<file path="src/rtl/vat3d_pkg.sv">
// Shared constants, codes and control types for the 3-D vertex transform unit.
package vat3d_pkg;

  localparam int unsigned COEF_BITS    = 16;
  localparam int unsigned MODE_BITS    = 3;
  localparam int unsigned AXIS_BITS    = 2;
  localparam int unsigned CFG_IDX_BITS = 3;
  localparam int unsigned NUM_LANES    = 3;

  localparam logic [MODE_BITS-1:0] MODE_TRANSLATE = 3'd0;
  localparam logic [MODE_BITS-1:0] MODE_SCALE     = 3'd1;
  localparam logic [MODE_BITS-1:0] MODE_ROTATE    = 3'd2;
  localparam logic [MODE_BITS-1:0] MODE_REFLECT   = 3'd3;
  localparam logic [MODE_BITS-1:0] MODE_SHEAR     = 3'd4;

  localparam logic [AXIS_BITS-1:0] AXIS_X = 2'd0;
  localparam logic [AXIS_BITS-1:0] AXIS_Y = 2'd1;
  localparam logic [AXIS_BITS-1:0] AXIS_Z = 2'd2;

  localparam logic [CFG_IDX_BITS-1:0] REG_MODE        = 3'd0;
  localparam logic [CFG_IDX_BITS-1:0] REG_AXIS        = 3'd1;
  localparam logic [CFG_IDX_BITS-1:0] REG_PARAM_X     = 3'd2;
  localparam logic [CFG_IDX_BITS-1:0] REG_PARAM_Y     = 3'd3;
  localparam logic [CFG_IDX_BITS-1:0] REG_PARAM_Z     = 3'd4;
  localparam logic [CFG_IDX_BITS-1:0] REG_COEF_FIRST  = 3'd5;
  localparam logic [CFG_IDX_BITS-1:0] REG_COEF_SECOND = 3'd6;

  // Per-lane arithmetic control: subtract second product, scale down by 2^FRAC_BITS.
  typedef struct packed {
    logic sub;
    logic frac;
  } lane_ctl_t;

  // Per-stage load enables of the datapath.
  typedef struct packed {
    logic op;
    logic mul;
    logic sum;
    logic out;
  } pipe_adv_t;

endpackage

</file>
<file path="src/rtl/vat3d_lane.sv">
// One coordinate lane: operand, multiply, sum and round/clamp register stages.
module vat3d_lane #(
  parameter int unsigned COORD_BITS = 16,
  parameter int unsigned FRAC_BITS  = 12,
  parameter int unsigned KW         = 16,
  parameter int unsigned AW         = 28
) (
  input  logic                         clk_i,
  input  vat3d_pkg::pipe_adv_t         adv_i,
  input  logic signed [COORD_BITS-1:0] a1_i,
  input  logic signed [KW-1:0]         b1_i,
  input  logic signed [COORD_BITS-1:0] a2_i,
  input  logic signed [KW-1:0]         b2_i,
  input  logic signed [AW-1:0]         add_i,
  input  vat3d_pkg::lane_ctl_t         ctl_i,
  output logic signed [COORD_BITS-1:0] coord_o,
  output logic                         sat_o
);

  localparam int unsigned PW = COORD_BITS + KW;
  localparam int unsigned SW = PW + 2;

  localparam logic signed [SW-1:0] BIAS = {{(SW-FRAC_BITS){1'b0}}, {FRAC_BITS{1'b1}}};
  localparam logic signed [SW-1:0] CMAX = {{(SW-COORD_BITS+1){1'b0}}, {(COORD_BITS-1){1'b1}}};
  localparam logic signed [SW-1:0] CMIN = ~CMAX;

  // Operand stage
  logic signed [COORD_BITS-1:0] a1_q, a2_q;
  logic signed [KW-1:0]         b1_q, b2_q;
  logic signed [AW-1:0]         add_q;
  vat3d_pkg::lane_ctl_t         ctl_q;

  // Multiply stage
  logic signed [PW-1:0] p1_d, p2_d, p1_q, p2_q;
  logic signed [AW-1:0] add_m_q;
  vat3d_pkg::lane_ctl_t ctl_m_q;

  // Sum stage
  logic signed [SW-1:0] sum_d, sum_q;
  logic                 frac_s_q;

  // Output stage
  logic signed [SW-1:0]         biased;
  logic signed [SW-1:0]         val;
  logic signed [COORD_BITS-1:0] coord_d, coord_q;
  logic                         sat_d, sat_q;

  assign p1_d = a1_q * b1_q;
  assign p2_d = a2_q * b2_q;

  always_comb begin
    if (ctl_m_q.sub) begin
      sum_d = SW'(add_m_q) + SW'(p1_q) - SW'(p2_q);
    end else begin
      sum_d = SW'(add_m_q) + SW'(p1_q) + SW'(p2_q);
    end
  end

  // Truncate toward zero: bias negative sums by 2^FRAC_BITS - 1 before the shift.
  assign biased = sum_q[SW-1] ? (sum_q + BIAS) : sum_q;
  assign val    = frac_s_q ? (biased >>> FRAC_BITS) : sum_q;

  always_comb begin
    if (val > CMAX) begin
      coord_d = CMAX[COORD_BITS-1:0];
      sat_d   = 1'b1;
    end else if (val < CMIN) begin
      coord_d = CMIN[COORD_BITS-1:0];
      sat_d   = 1'b1;
    end else begin
      coord_d = val[COORD_BITS-1:0];
      sat_d   = 1'b0;
    end
  end

  always_ff @(posedge clk_i) begin
    if (adv_i.op) begin
      a1_q  <= a1_i;
      b1_q  <= b1_i;
      a2_q  <= a2_i;
      b2_q  <= b2_i;
      add_q <= add_i;
      ctl_q <= ctl_i;
    end
    if (adv_i.mul) begin
      p1_q    <= p1_d;
      p2_q    <= p2_d;
      add_m_q <= add_q;
      ctl_m_q <= ctl_q;
    end
    if (adv_i.sum) begin
      sum_q    <= sum_d;
      frac_s_q <= ctl_m_q.frac;
    end
    if (adv_i.out) begin
      coord_q <= coord_d;
      sat_q   <= sat_d;
    end
  end

  assign coord_o = coord_q;
  assign sat_o   = sat_q;

endmodule

</file>
<file path="config.mk">
export PLATFORM = sky130hd
export DESIGN_NAME = vat3d_lane
export DESIGN_NICKNAME = d
export VERILOG_FILES = /design/src/rtl/vat3d_pkg.sv /design/src/rtl/vat3d_lane.sv
export SDC_FILE = /design/constraint.sdc
export NUM_CORES = 2
export LEC_CHECK = 0
export BUFFER_PORTS_ARGS = -buffer_cell sky130_fd_sc_hd__buf_2
export CAP_MARGIN = 5
export CORE_MARGIN = 2
export CORE_UTILIZATION = 45
export CTS_CLUSTER_SIZE = 10
export DETAILED_ROUTE_END_ITERATION = 8
export GPL_TIMING_DRIVEN = 0
export PLACE_DENSITY_LB_ADDON = 0.08
export SYNTH_ARGS = -nofsm -noshare
export SYNTH_HDL_FRONTEND = slang
export SYNTH_SLANG_ARGS = --single-unit
</file>
<file path="constraint.sdc">
create_clock -name clk_i -period 6.2 [get_ports clk_i]
set_input_delay 0.31 -clock clk_i [delete_from_list [all_inputs] [get_ports clk_i]]
set_output_delay 0.31 -clock clk_i [all_outputs]
set_load 0.02 [all_outputs]
</file>
==> impl_metrics.yaml <==
status:
  status: "finished, violations left"
  violations: "setup timing"
worst_setup_path:
  cp_top_family: "adder cells"
  required_ps: 6500
  worst-path-buf-inv: 4
  crit_arrival_ps: 6590
  worstPathMaxFanout: 10
  r2r-end: "p2_q[30]$_DFFE_PP_"
  reg2regPathDepth: 20
  cp-start-kind: "register"
  cp-end-kind: "register"
  path_cells: "clkbuf_4 > nand2_1 > fa_1 > inv_1 > fa_1 > fa_1 > fa_1 > fa_1 > inv_2 > fa_1 > inv_2 > ha_4 > a2111oi_4 > o21ai_2 > a31o_2 > a31o_4 > a2111oi_4 > o31ai_2 > a21oi_2 > xnor2_1"
  cp_slowest_cell: "fa_1"
  critPathKind: "register to register"
  crit_top_cell: "fa_1"
  crit_path_max_incr_delay_ps: 580
  reg2reg_setup_slack_ps: -80
  r2r-start: "a2_q[8]$_DFFE_PP_"
global_route:
  grt_max_degree: 60
  grt_overflow_total: 0
  grt_pass1_vias: 24187
  grt_usage_pct: 24.17
  antenna_found_initial: 3
  grt_first_pass_wirelength_mm: 132.7
finish:
  final_nets: 4335
  drive_gt1_share_pct: 15.64
  area_growth_pct: 19.18
  most-common-layout-cells: "inv_1, fa_1, nand2_1"
  final_common_cell: "inv_1"
die:
  rows: 97
  fp.dieH_um: 268.7
  initial_core_util_pct: 45.26
  ios: 116
  dieArea_um2: 72190
  core_um2: 69660
  die_width_um: 268.7
routing:
  vias: 23023
  via_per_inst: 5.181
  wl_mm: 83.93
  wl_per_cell_um: 18.89
  drc: 0
  detailedRoute.firstPassIterationCount: 5
  drt_iter0_drc: 1449
  ant_nets: 0
synthesis:
  synth_nets: 3945
  yosysUniqueCellTypes: 74
  synthCells: 3090
  yosysSeqAreaShare_pct: 22.86
  ys.flop_type: "edfxtp_1"
  yosys_warnings: 0
  synth_edf_count: 240
  syn_avg_cell_area_um2: 10.20
  yosys_register_bits: 240
  ys_async_sr_fraction_pct: 0
  netlist_area_um2: 31530
job:
  drv_cap: 0
cts:
  cts.htree.levels: 2
  clk_pin_slew_ps: 50
  cts-buffers-inserted: 34
  clk_path_buf_depth: 3
  clk_latency_ps: 550
  root_buffer: "clkbuf_16"
  cts.sinks: 240
  tritoncts: "yes"
timing:
  finalMaxSlewViolations: 0
  period_share_pct: 101.4
  worst_slew_pin_slew_ps: 1122
  grt_setup_unrepaired: "true"
  finClkSkew_ps: 16.18
  finalCriticalPeriod_ps: 6285
  fmax_ghz: 0.1591
  maxSlewHeadroom_pct: 24.14
  setup_viol: 2
  finalHoldViolCount: 0
  setup_ws_ps: -84.56
placement:
  gp_congestion: 0.9291
  portBuffers: 115
  place_hpwl_mm: 65.48
  preCtsSetupSlack_ps: -1370
min_path:
  hold_end: "coord_o[10]$_SDFFCE_PN1P_"
  min_path_cells: 1
  hp-start: "adv_i[0]"
  min_path_type: "primary input to register"
-- flip-flops by register name, summed over array words and instances, names as in the netlist, 16 cells and up --
| signal | count |
|---|---|
| p2_q | 32 |
| coord_o | 16 |
| add_q | 28 |
| b1_q | 16 |
| b2_q | 16 |
| a2_q | 16 |
| sum_q | 34 |
| add_m_q | 28 |
| a1_q | 16 |
| p1_q | 32 |
-- per-stage QoR --
step | instance area, um^2 | cells | hold slack (ps) | TNS [ps] | utilization [%]
2_1_floorplan | 31530 | 3090 | 400.3 | 0 | -
3_3_place_gp | 33280 | 4145 | 405.6 | -21000 | 47.78
3_5_place_dp | 33340 | 4147 | 404.5 | -22440 | 47.86
4_1_cts | 36970 | 4409 | 190.5 | -198.6 | 53.07
5_1_grt | 37560 | 4438 | 208.2 | -2043 | 53.91
6_report | 37570 | 4444 | 230.8 | -101.0 | 53.94
-- cells in the mapped netlist (4+ instances only) --
| cell | instances | share of area [%] |
|---|---|---|
| nor2_1 | 111 | 1.3 |
| or2_2 | 6 | 0.12 |
| and2_1 | 256 | 5.1 |
| edfxtp_1 | 240 | 23 |
| nor2b_1 | 18 | 0.36 |
| clkbuf_1 | 74 | 0.88 |
| nand3_1 | 21 | 0.33 |
| ha_1 | 230 | 9.1 |
| o211ai_1 | 11 | 0.26 |
| xor2_1 | 34 | 0.94 |
| o31ai_1 | 6 | 0.14 |
| inv_1 | 619 | 7.4 |
| or4_1 | 4 | 0.095 |
| fa_1 | 526 | 33 |
| nor3_1 | 19 | 0.30 |
| o21ai_2 | 10 | 0.28 |
| a2111oi_0 | 4 | 0.11 |
| o21bai_1 | 16 | 0.38 |
| o21ai_0 | 75 | 1.2 |
| mux2i_1 | 8 | 0.25 |
| nand2_1 | 308 | 3.7 |
| xnor2_1 | 141 | 3.9 |
| and3_1 | 15 | 0.30 |
| a21oi_1 | 121 | 1.9 |
| nand2b_1 | 28 | 0.56 |
| a211oi_1 | 21 | 0.50 |
| a31oi_1 | 15 | 0.30 |
| nand4_1 | 10 | 0.20 |
| a21o_1 | 56 | 1.3 |
| o31a_1 | 4 | 0.11 |
| a31o_2 | 5 | 0.14 |
| o2111ai_1 | 5 | 0.14 |
| nor4_1 | 7 | 0.14 |
| o21a_1 | 11 | 0.26 |
-- final cells by class --
class                           instances  area [um^2]
Inverter                              619         2327
Clock inverter                         15        128.9
Sequential cell                       240         7207
Timing Repair Buffer                  360         2884
Clock buffer                           39        890.9
Antenna cell                            6        15.01
Buffer                                 74        573.1
Multi-Input combinational cell       2151        22370
Tap cell                              940         1176
Fill cell                            6377        32090
-- logic make-up (layout without fill, tap and decap cells) --
group           count (synthesis)  after routing  share of synthesized area [%]
fa+ha+maj                     756            756                          42.53
xor+xnor                      176            176                          4.913
other cells                     0              6                              0
flops                         240            240                          22.86
compound gates                387            387                          7.969
simple gates                  822            822                          13.00
mux                            10             10                         0.3373
buf+inv                       699           1107                          8.397
-- worst max-delay path by stage --
stage / startpoint / end / slack (ps) / cells after the start
final: a2_q[8]$_DFFE_PP_ / p2_q[30]$_DFFE_PP_ / -80 / 20
after global routing: b2_q[2]$_DFFE_PP_ / p2_q[30]$_DFFE_PP_ / -270 / 21
after CTS: b1_q[5]$_DFFE_PP_ / p1_q[31]$_DFFE_PP_ / -80 / 23
after detailed placement: b1_q[7]$_DFFE_PP_ / p1_q[31]$_DFFE_PP_ / -1370 / 23
after global placement: b1_q[8]$_DFFE_PP_ / p1_q[31]$_DFFE_PP_ / -1330 / 23
after floorplan: b1_q[7]$_DFFE_PP_ / p1_q[31]$_DFFE_PP_ / 20 / 23
-- timing repair --
| action | in CTS | in global routing |
|---|---|---|
| gates resized for setup | 218 | 143 |
| endpoints found under the setup margin | 33 | 20 |
| setup buffers | 114 | 34 |
| pin swaps | 78 | 80 |
| hold buffers | 94 | 0 |
| hold endpoints to repair | 94 | 0 |
| cloned | 1 | 1 |
-- per-layer routing --
layer,global-route usage [%],share of wire (%)
met3,4.320,6.6
met1,35.11,46
met4,4.489,1.8
met5,0,0
met2,38.28,45
Power is left out: the tool's default activity adds up to more than one toggle a clock period on the data nets, which glitch-free logic cannot reach.
