===== src/rtl/vat3d_pkg.sv =====
// Shared constants, codes and control types for the 3-D vertex transform unit.
package vat3d_pkg;

  localparam int unsigned COEF_BITS    = 16;
  localparam int unsigned MODE_BITS    = 3;
  localparam int unsigned AXIS_BITS    = 2;
  localparam int unsigned CFG_IDX_BITS = 3;
  localparam int unsigned NUM_LANES    = 3;

  localparam logic [MODE_BITS-1:0] MODE_TRANSLATE = 3'd0;
  localparam logic [MODE_BITS-1:0] MODE_SCALE     = 3'd1;
  localparam logic [MODE_BITS-1:0] MODE_ROTATE    = 3'd2;
  localparam logic [MODE_BITS-1:0] MODE_REFLECT   = 3'd3;
  localparam logic [MODE_BITS-1:0] MODE_SHEAR     = 3'd4;

  localparam logic [AXIS_BITS-1:0] AXIS_X = 2'd0;
  localparam logic [AXIS_BITS-1:0] AXIS_Y = 2'd1;
  localparam logic [AXIS_BITS-1:0] AXIS_Z = 2'd2;

  localparam logic [CFG_IDX_BITS-1:0] REG_MODE        = 3'd0;
  localparam logic [CFG_IDX_BITS-1:0] REG_AXIS        = 3'd1;
  localparam logic [CFG_IDX_BITS-1:0] REG_PARAM_X     = 3'd2;
  localparam logic [CFG_IDX_BITS-1:0] REG_PARAM_Y     = 3'd3;
  localparam logic [CFG_IDX_BITS-1:0] REG_PARAM_Z     = 3'd4;
  localparam logic [CFG_IDX_BITS-1:0] REG_COEF_FIRST  = 3'd5;
  localparam logic [CFG_IDX_BITS-1:0] REG_COEF_SECOND = 3'd6;

  // Per-lane arithmetic control: subtract second product, scale down by 2^FRAC_BITS.
  typedef struct packed {
    logic sub;
    logic frac;
  } lane_ctl_t;

  // Per-stage load enables of the datapath.
  typedef struct packed {
    logic op;
    logic mul;
    logic sum;
    logic out;
  } pipe_adv_t;

endpackage


===== src/rtl/vat3d_opsel.sv =====
// Operand selection: maps mode and axis onto two products and an addend per lane.
module vat3d_opsel #(
  parameter int unsigned COORD_BITS = 16,
  parameter int unsigned FRAC_BITS  = 12,
  parameter int unsigned KW         = 16,
  parameter int unsigned AW         = 28
) (
  input  logic signed [COORD_BITS-1:0]            coord_i       [vat3d_pkg::NUM_LANES],
  input  logic signed [COORD_BITS-1:0]            param_i       [vat3d_pkg::NUM_LANES],
  input  logic signed [vat3d_pkg::COEF_BITS-1:0]  coef_first_i,
  input  logic signed [vat3d_pkg::COEF_BITS-1:0]  coef_second_i,
  input  logic        [vat3d_pkg::MODE_BITS-1:0]  mode_i,
  input  logic        [vat3d_pkg::AXIS_BITS-1:0]  axis_i,
  output logic signed [COORD_BITS-1:0]            a1_o          [vat3d_pkg::NUM_LANES],
  output logic signed [KW-1:0]                    b1_o          [vat3d_pkg::NUM_LANES],
  output logic signed [COORD_BITS-1:0]            a2_o          [vat3d_pkg::NUM_LANES],
  output logic signed [KW-1:0]                    b2_o          [vat3d_pkg::NUM_LANES],
  output logic signed [AW-1:0]                    add_o         [vat3d_pkg::NUM_LANES],
  output vat3d_pkg::lane_ctl_t                    ctl_o         [vat3d_pkg::NUM_LANES]
);

  localparam int unsigned LX = 0;
  localparam int unsigned LY = 1;
  localparam int unsigned LZ = 2;

  logic signed [KW-1:0] c_ext;
  logic signed [KW-1:0] s_ext;

  assign c_ext = KW'(coef_first_i);
  assign s_ext = KW'(coef_second_i);

  always_comb begin
    // Default: pass the coordinate through as coord * 1.
    for (int k = 0; k < vat3d_pkg::NUM_LANES; k++) begin
      a1_o[k]       = coord_i[k];
      b1_o[k]       = KW'(1);
      a2_o[k]       = '0;
      b2_o[k]       = '0;
      add_o[k]      = '0;
      ctl_o[k].sub  = 1'b0;
      ctl_o[k].frac = 1'b0;
    end

    case (mode_i)
      vat3d_pkg::MODE_TRANSLATE: begin
        for (int k = 0; k < vat3d_pkg::NUM_LANES; k++) begin
          add_o[k] = AW'(param_i[k]);
        end
      end
      vat3d_pkg::MODE_SCALE: begin
        for (int k = 0; k < vat3d_pkg::NUM_LANES; k++) begin
          b1_o[k] = KW'(param_i[k]);
        end
      end
      vat3d_pkg::MODE_ROTATE: begin
        case (axis_i)
          vat3d_pkg::AXIS_Z: begin
            a1_o[LX] = coord_i[LX]; b1_o[LX] = c_ext;
            a2_o[LX] = coord_i[LY]; b2_o[LX] = s_ext;
            ctl_o[LX].sub = 1'b1; ctl_o[LX].frac = 1'b1;
            a1_o[LY] = coord_i[LX]; b1_o[LY] = s_ext;
            a2_o[LY] = coord_i[LY]; b2_o[LY] = c_ext;
            ctl_o[LY].frac = 1'b1;
          end
          vat3d_pkg::AXIS_Y: begin
            a1_o[LZ] = coord_i[LZ]; b1_o[LZ] = c_ext;
            a2_o[LZ] = coord_i[LX]; b2_o[LZ] = s_ext;
            ctl_o[LZ].sub = 1'b1; ctl_o[LZ].frac = 1'b1;
            a1_o[LX] = coord_i[LZ]; b1_o[LX] = s_ext;
            a2_o[LX] = coord_i[LX]; b2_o[LX] = c_ext;
            ctl_o[LX].frac = 1'b1;
          end
          vat3d_pkg::AXIS_X: begin
            a1_o[LY] = coord_i[LY]; b1_o[LY] = c_ext;
            a2_o[LY] = coord_i[LZ]; b2_o[LY] = s_ext;
            ctl_o[LY].sub = 1'b1; ctl_o[LY].frac = 1'b1;
            a1_o[LZ] = coord_i[LY]; b1_o[LZ] = s_ext;
            a2_o[LZ] = coord_i[LZ]; b2_o[LZ] = c_ext;
            ctl_o[LZ].frac = 1'b1;
          end
          default: ;  // undefined axis: vertex passes unchanged
        endcase
      end
      vat3d_pkg::MODE_REFLECT: begin
        case (axis_i)
          vat3d_pkg::AXIS_Z: b1_o[LZ] = '1;
          vat3d_pkg::AXIS_X: b1_o[LX] = '1;
          default:           b1_o[LY] = '1;
        endcase
      end
      vat3d_pkg::MODE_SHEAR: begin
        // Base coordinate enters as coord << FRAC_BITS; the sum is truncated whole.
        case (axis_i)
          vat3d_pkg::AXIS_Z: begin
            add_o[LX] = $signed({coord_i[LX], {FRAC_BITS{1'b0}}});
            a1_o[LX]  = coord_i[LZ]; b1_o[LX] = c_ext; ctl_o[LX].frac = 1'b1;
            add_o[LY] = $signed({coord_i[LY], {FRAC_BITS{1'b0}}});
            a1_o[LY]  = coord_i[LZ]; b1_o[LY] = s_ext; ctl_o[LY].frac = 1'b1;
          end
          vat3d_pkg::AXIS_X: begin
            add_o[LX] = $signed({coord_i[LX], {FRAC_BITS{1'b0}}});
            a1_o[LX]  = coord_i[LY]; b1_o[LX] = c_ext; ctl_o[LX].frac = 1'b1;
            add_o[LZ] = $signed({coord_i[LZ], {FRAC_BITS{1'b0}}});
            a1_o[LZ]  = coord_i[LY]; b1_o[LZ] = s_ext; ctl_o[LZ].frac = 1'b1;
          end
          default: begin
            add_o[LY] = $signed({coord_i[LY], {FRAC_BITS{1'b0}}});
            a1_o[LY]  = coord_i[LX]; b1_o[LY] = c_ext; ctl_o[LY].frac = 1'b1;
            add_o[LZ] = $signed({coord_i[LZ], {FRAC_BITS{1'b0}}});
            a1_o[LZ]  = coord_i[LX]; b1_o[LZ] = s_ext; ctl_o[LZ].frac = 1'b1;
          end
        endcase
      end
      default: ;  // unused modes: vertex passes unchanged
    endcase
  end

endmodule


===== config.mk =====
export PLATFORM = sky130hd
export DESIGN_NAME = vat3d_opsel
export DESIGN_NICKNAME = d
export VERILOG_FILES = /design/src/rtl/vat3d_pkg.sv /design/src/rtl/vat3d_opsel.sv
export SDC_FILE = /design/constraint.sdc
export NUM_CORES = 1
export LEC_CHECK = 0
export BUFFER_PORTS_ARGS = -buffer_cell sky130_fd_sc_hd__clkbuf_2
export CORE_AREA = 10 10 152 154
export DETAILED_ROUTE_END_ITERATION = 8
export DIE_AREA = 0 0 162 164
export GPL_TIMING_DRIVEN = 1
export PLACE_DENSITY = 0.62
export SETUP_SLACK_MARGIN = 0.2
export SYNTH_ARGS = -nofsm -noshare
export SYNTH_HDL_FRONTEND = slang
export SYNTH_SLANG_ARGS = --single-unit

===== constraint.sdc =====
create_clock -name vclk -period 2.2
set_clock_uncertainty 0.1 [all_clocks]
set_input_delay 0.44 -clock vclk [all_inputs]
set_output_delay 0.44 -clock vclk [all_outputs]
set_load 0.03 [all_outputs]

==> summary by stage <==
Critical path
The critical path is of the in2out type. The worst setup path is launched from a primary input. The data arrival time of the critical path is ~1.9 ns. STA classifies the critical path endpoint as a primary output. The worst setup path startpoint is axis_i[0]. In this run the worst path has a maximum fanout of 6. The most critical setup path has its endpoint at a1_o[34]. The data required time at the worst endpoint is 1.66 ns.

STA
Timing would allow up to roughly 0.40 GHz. Subtracting the final worst setup slack from the clock period gives between 2 and 2.5 ns. Setup repair after global routing could not meet its margin everywhere. The final-layout setup total negative slack is -43.98 ns. The number of endpoints with negative hold slack in the final report is 0. The slack of the critical path is -0.285 ns. Setup violations remaining at the end of the flow were counted as 266.

Of the available clock period, the critical path in the final layout requires 1.13. The worst max-slew margin expressed relative to the limit is 0.758. At the pin with the least slew margin, the transition time is around 0.36 ns. The max-slew violation total from the final report is 0.

Placement
The standard cell area after detailed placement is 0.0103 mm². After legalization and detailed placement, the total HPWL measured between 20,000 and 30,000 µm. The last weighted congestion value of the routability-driven placer is between 0.9 and 1. In this run the tool buffered the top-level ports with between 400 and 500 buffer cells.

Yosys
The area share of the leading cell type in the synthesized netlist is 0.139. Of the synthesized area, sequential elements account for 0. The gate count of the mapped netlist is between 700 and 800. The cell type contributing the most total cell area after synthesis is a21oi_1. The number of distinct library cells after synthesis is 40. After synthesis the cells add up to ~0.0047 mm². The number of warning messages in the yosys log is 0. After synthesis, the mean cell area works out to between 5 and 6 µm².

After synthesis, the cell types taking the most area are a21oi_1 (14%), a22oi_1 (12%), nand2_1 (10%), a21o_1 (6.4%), a221o_1 (6.4%). The number of nets produced by synthesis is approximately 930.

Outcome
The final reports fail on setup timing. The flow ran to the end, but the final reports show violations.

Floorplan
The number of rows in the core area is 52. The die boundary height is 164 µm. The core region is approximately 0.02 mm². The initial core utilization is 0.234.

The die boundary width is ~160 µm. 415 I/O pins were placed. The area of the die is ~0.027 mm².

Clock tree
The count of hold buffers inserted by post-cts repair is 0.

Route
The routed layout has just under 10k vias. The number of vias per cell is between 5 and 6. After detailed routing, the number of remaining DRC violations is 0.

The remaining antenna violation count after routing is 0. The first detailed-routing pass ran for 6 iterations. The violation count after the first detailed-routing iteration is 746.

The sum of routed wire length over all layers is 47,200 µm. The final routed wire length divided by cell count is around 29 µm.

Power
The areal power density over the cells is 217 mW/mm². The analysis attributes to cell leakage a power of around 6.2 nW. The total power is about 3.2 mW. VDD sags by at most 0.167 mV.

Final layout
The area growth from synthesis to layout is 212%. The library cells used most frequently in the layout, excluding fill and tap cells, are clkbuf_2 (174), buf_8 (126), buf_4 (100). Leaving out fill and tap cells, the most frequent cell in the layout is clkbuf_2. The area used by multi-input combinational logic is just under 0.007 mm². Of the cells placed in the final design, the portion with a size suffix greater than 1 is 0.754. Across the whole layout, storage elements account for 0 µm². The number of nets in the layout is between 1k and 1.5k. The layout has 0 clock buffers. The core occupancy in the finished layout is 0.731. The total number of sequential cells is 0.

Summing all non-filler instances in the final layout gives an area of between 0.01 and 0.015 mm². The number of fillers in the final layout is roughly 1.4k.

Min path
In this run the most critical hold path is launched from param_i[28]. The worst min-delay path category is in2out.

Global route
The first global-routing pass estimated 63,100 µm of wire. The via count of the first global-routing pass is 9,956. The number of antenna violations at the first check in global routing came to 5.

The largest net degree at the start of global routing is 31. The overall track demand over capacity in global routing is 0.301. The residual overflow from global routing is 0.

Job
The max-capacitance violation count is 0.
[cell type report]
type	instances	area share
repair buffers	648	0.509
well taps	270	0.0231
diodes	5	0.000855
inverters	9	0.00393
multi-input cells	696	0.464
[how the worst min path moves through the flow]
stage,to,slack (ns),cells past startpoint
global placement,add_o[32],1.16,3
global route,add_o[40],1.16,3
CTS,add_o[42],1.16,3
detailed placement,add_o[63],1.16,3
floorplan,add_o[18],0.92,1
finish,add_o[40],1.14,3
[metrics by stage]
| stage | hold slack [ns] | setup slack, ns | cells |
|---|---|---|---|
| 2_1_floorplan | 0.921 | -0.0403 | 793 |
| 3_3_place_gp | 1.16 | -0.428 | 1533 |
| 3_5_place_dp | 1.16 | -0.415 | 1533 |
| 4_1_cts | 1.16 | -0.265 | 1594 |
| 5_1_grt | 1.16 | -0.350 | 1628 |
| 6_report | 1.14 | -0.285 | 1628 |
[synth_stat cells, drive strengths merged (5+ instances only)]
master and number:
a21oi 130, a311oi 14, mux2i 15, nor2b 30, a22oi 75, nor2 57
a211o 14, inv 9, a21o 40, a221o 30, nand2b 32, clkbuf 46
and2 39, o21ai 37, o221ai 15, buf 42, ha 5, nand2 128
a22o 9
[critical path: stages]
cell and delay (ns):
clkbuf_16 0.12, inv_16 0.04, ha_4 0.18, buf_12 0.15, buf_12 0.14, nor2b_1 0.17, a311oi_1 0.07, a211o_1 0.31
o21ai_2 0.11, clkbuf_8 0.19
[layer usage]
metal	track usage	wire length (µm)
met2	0.556	23800
met1	0.319	15900
met3	0.0718	4690
met4	0.133	2720
met5	0	0
[power breakdown]
group	internal, mW	switching, mW
logic	1.43	1.75
registers	0	0
clock network	0.000000305	0
[logic make-up (layout without fill, tap and decap cells)]
logic type               after synthesis  after routing  share of synthesized area
buffers and inverters                 97            657                     0.0947
adder cells (fa/ha/maj)                5              5                     0.0133
AND/OR/NAND/NOR                      302            302                      0.319
AO/OA/AOI/OAI                        374            374                      0.541
multiplexers                          15             15                     0.0320
other                                  0              5                          0
[repair_timing]
action,CTS,global route
endpoints found under the setup margin,282,282
buffers inserted,37,17
pin swaps,58,84
cloned,24,12
resized for setup,482,426
Power figures use the tool's default switching activity.
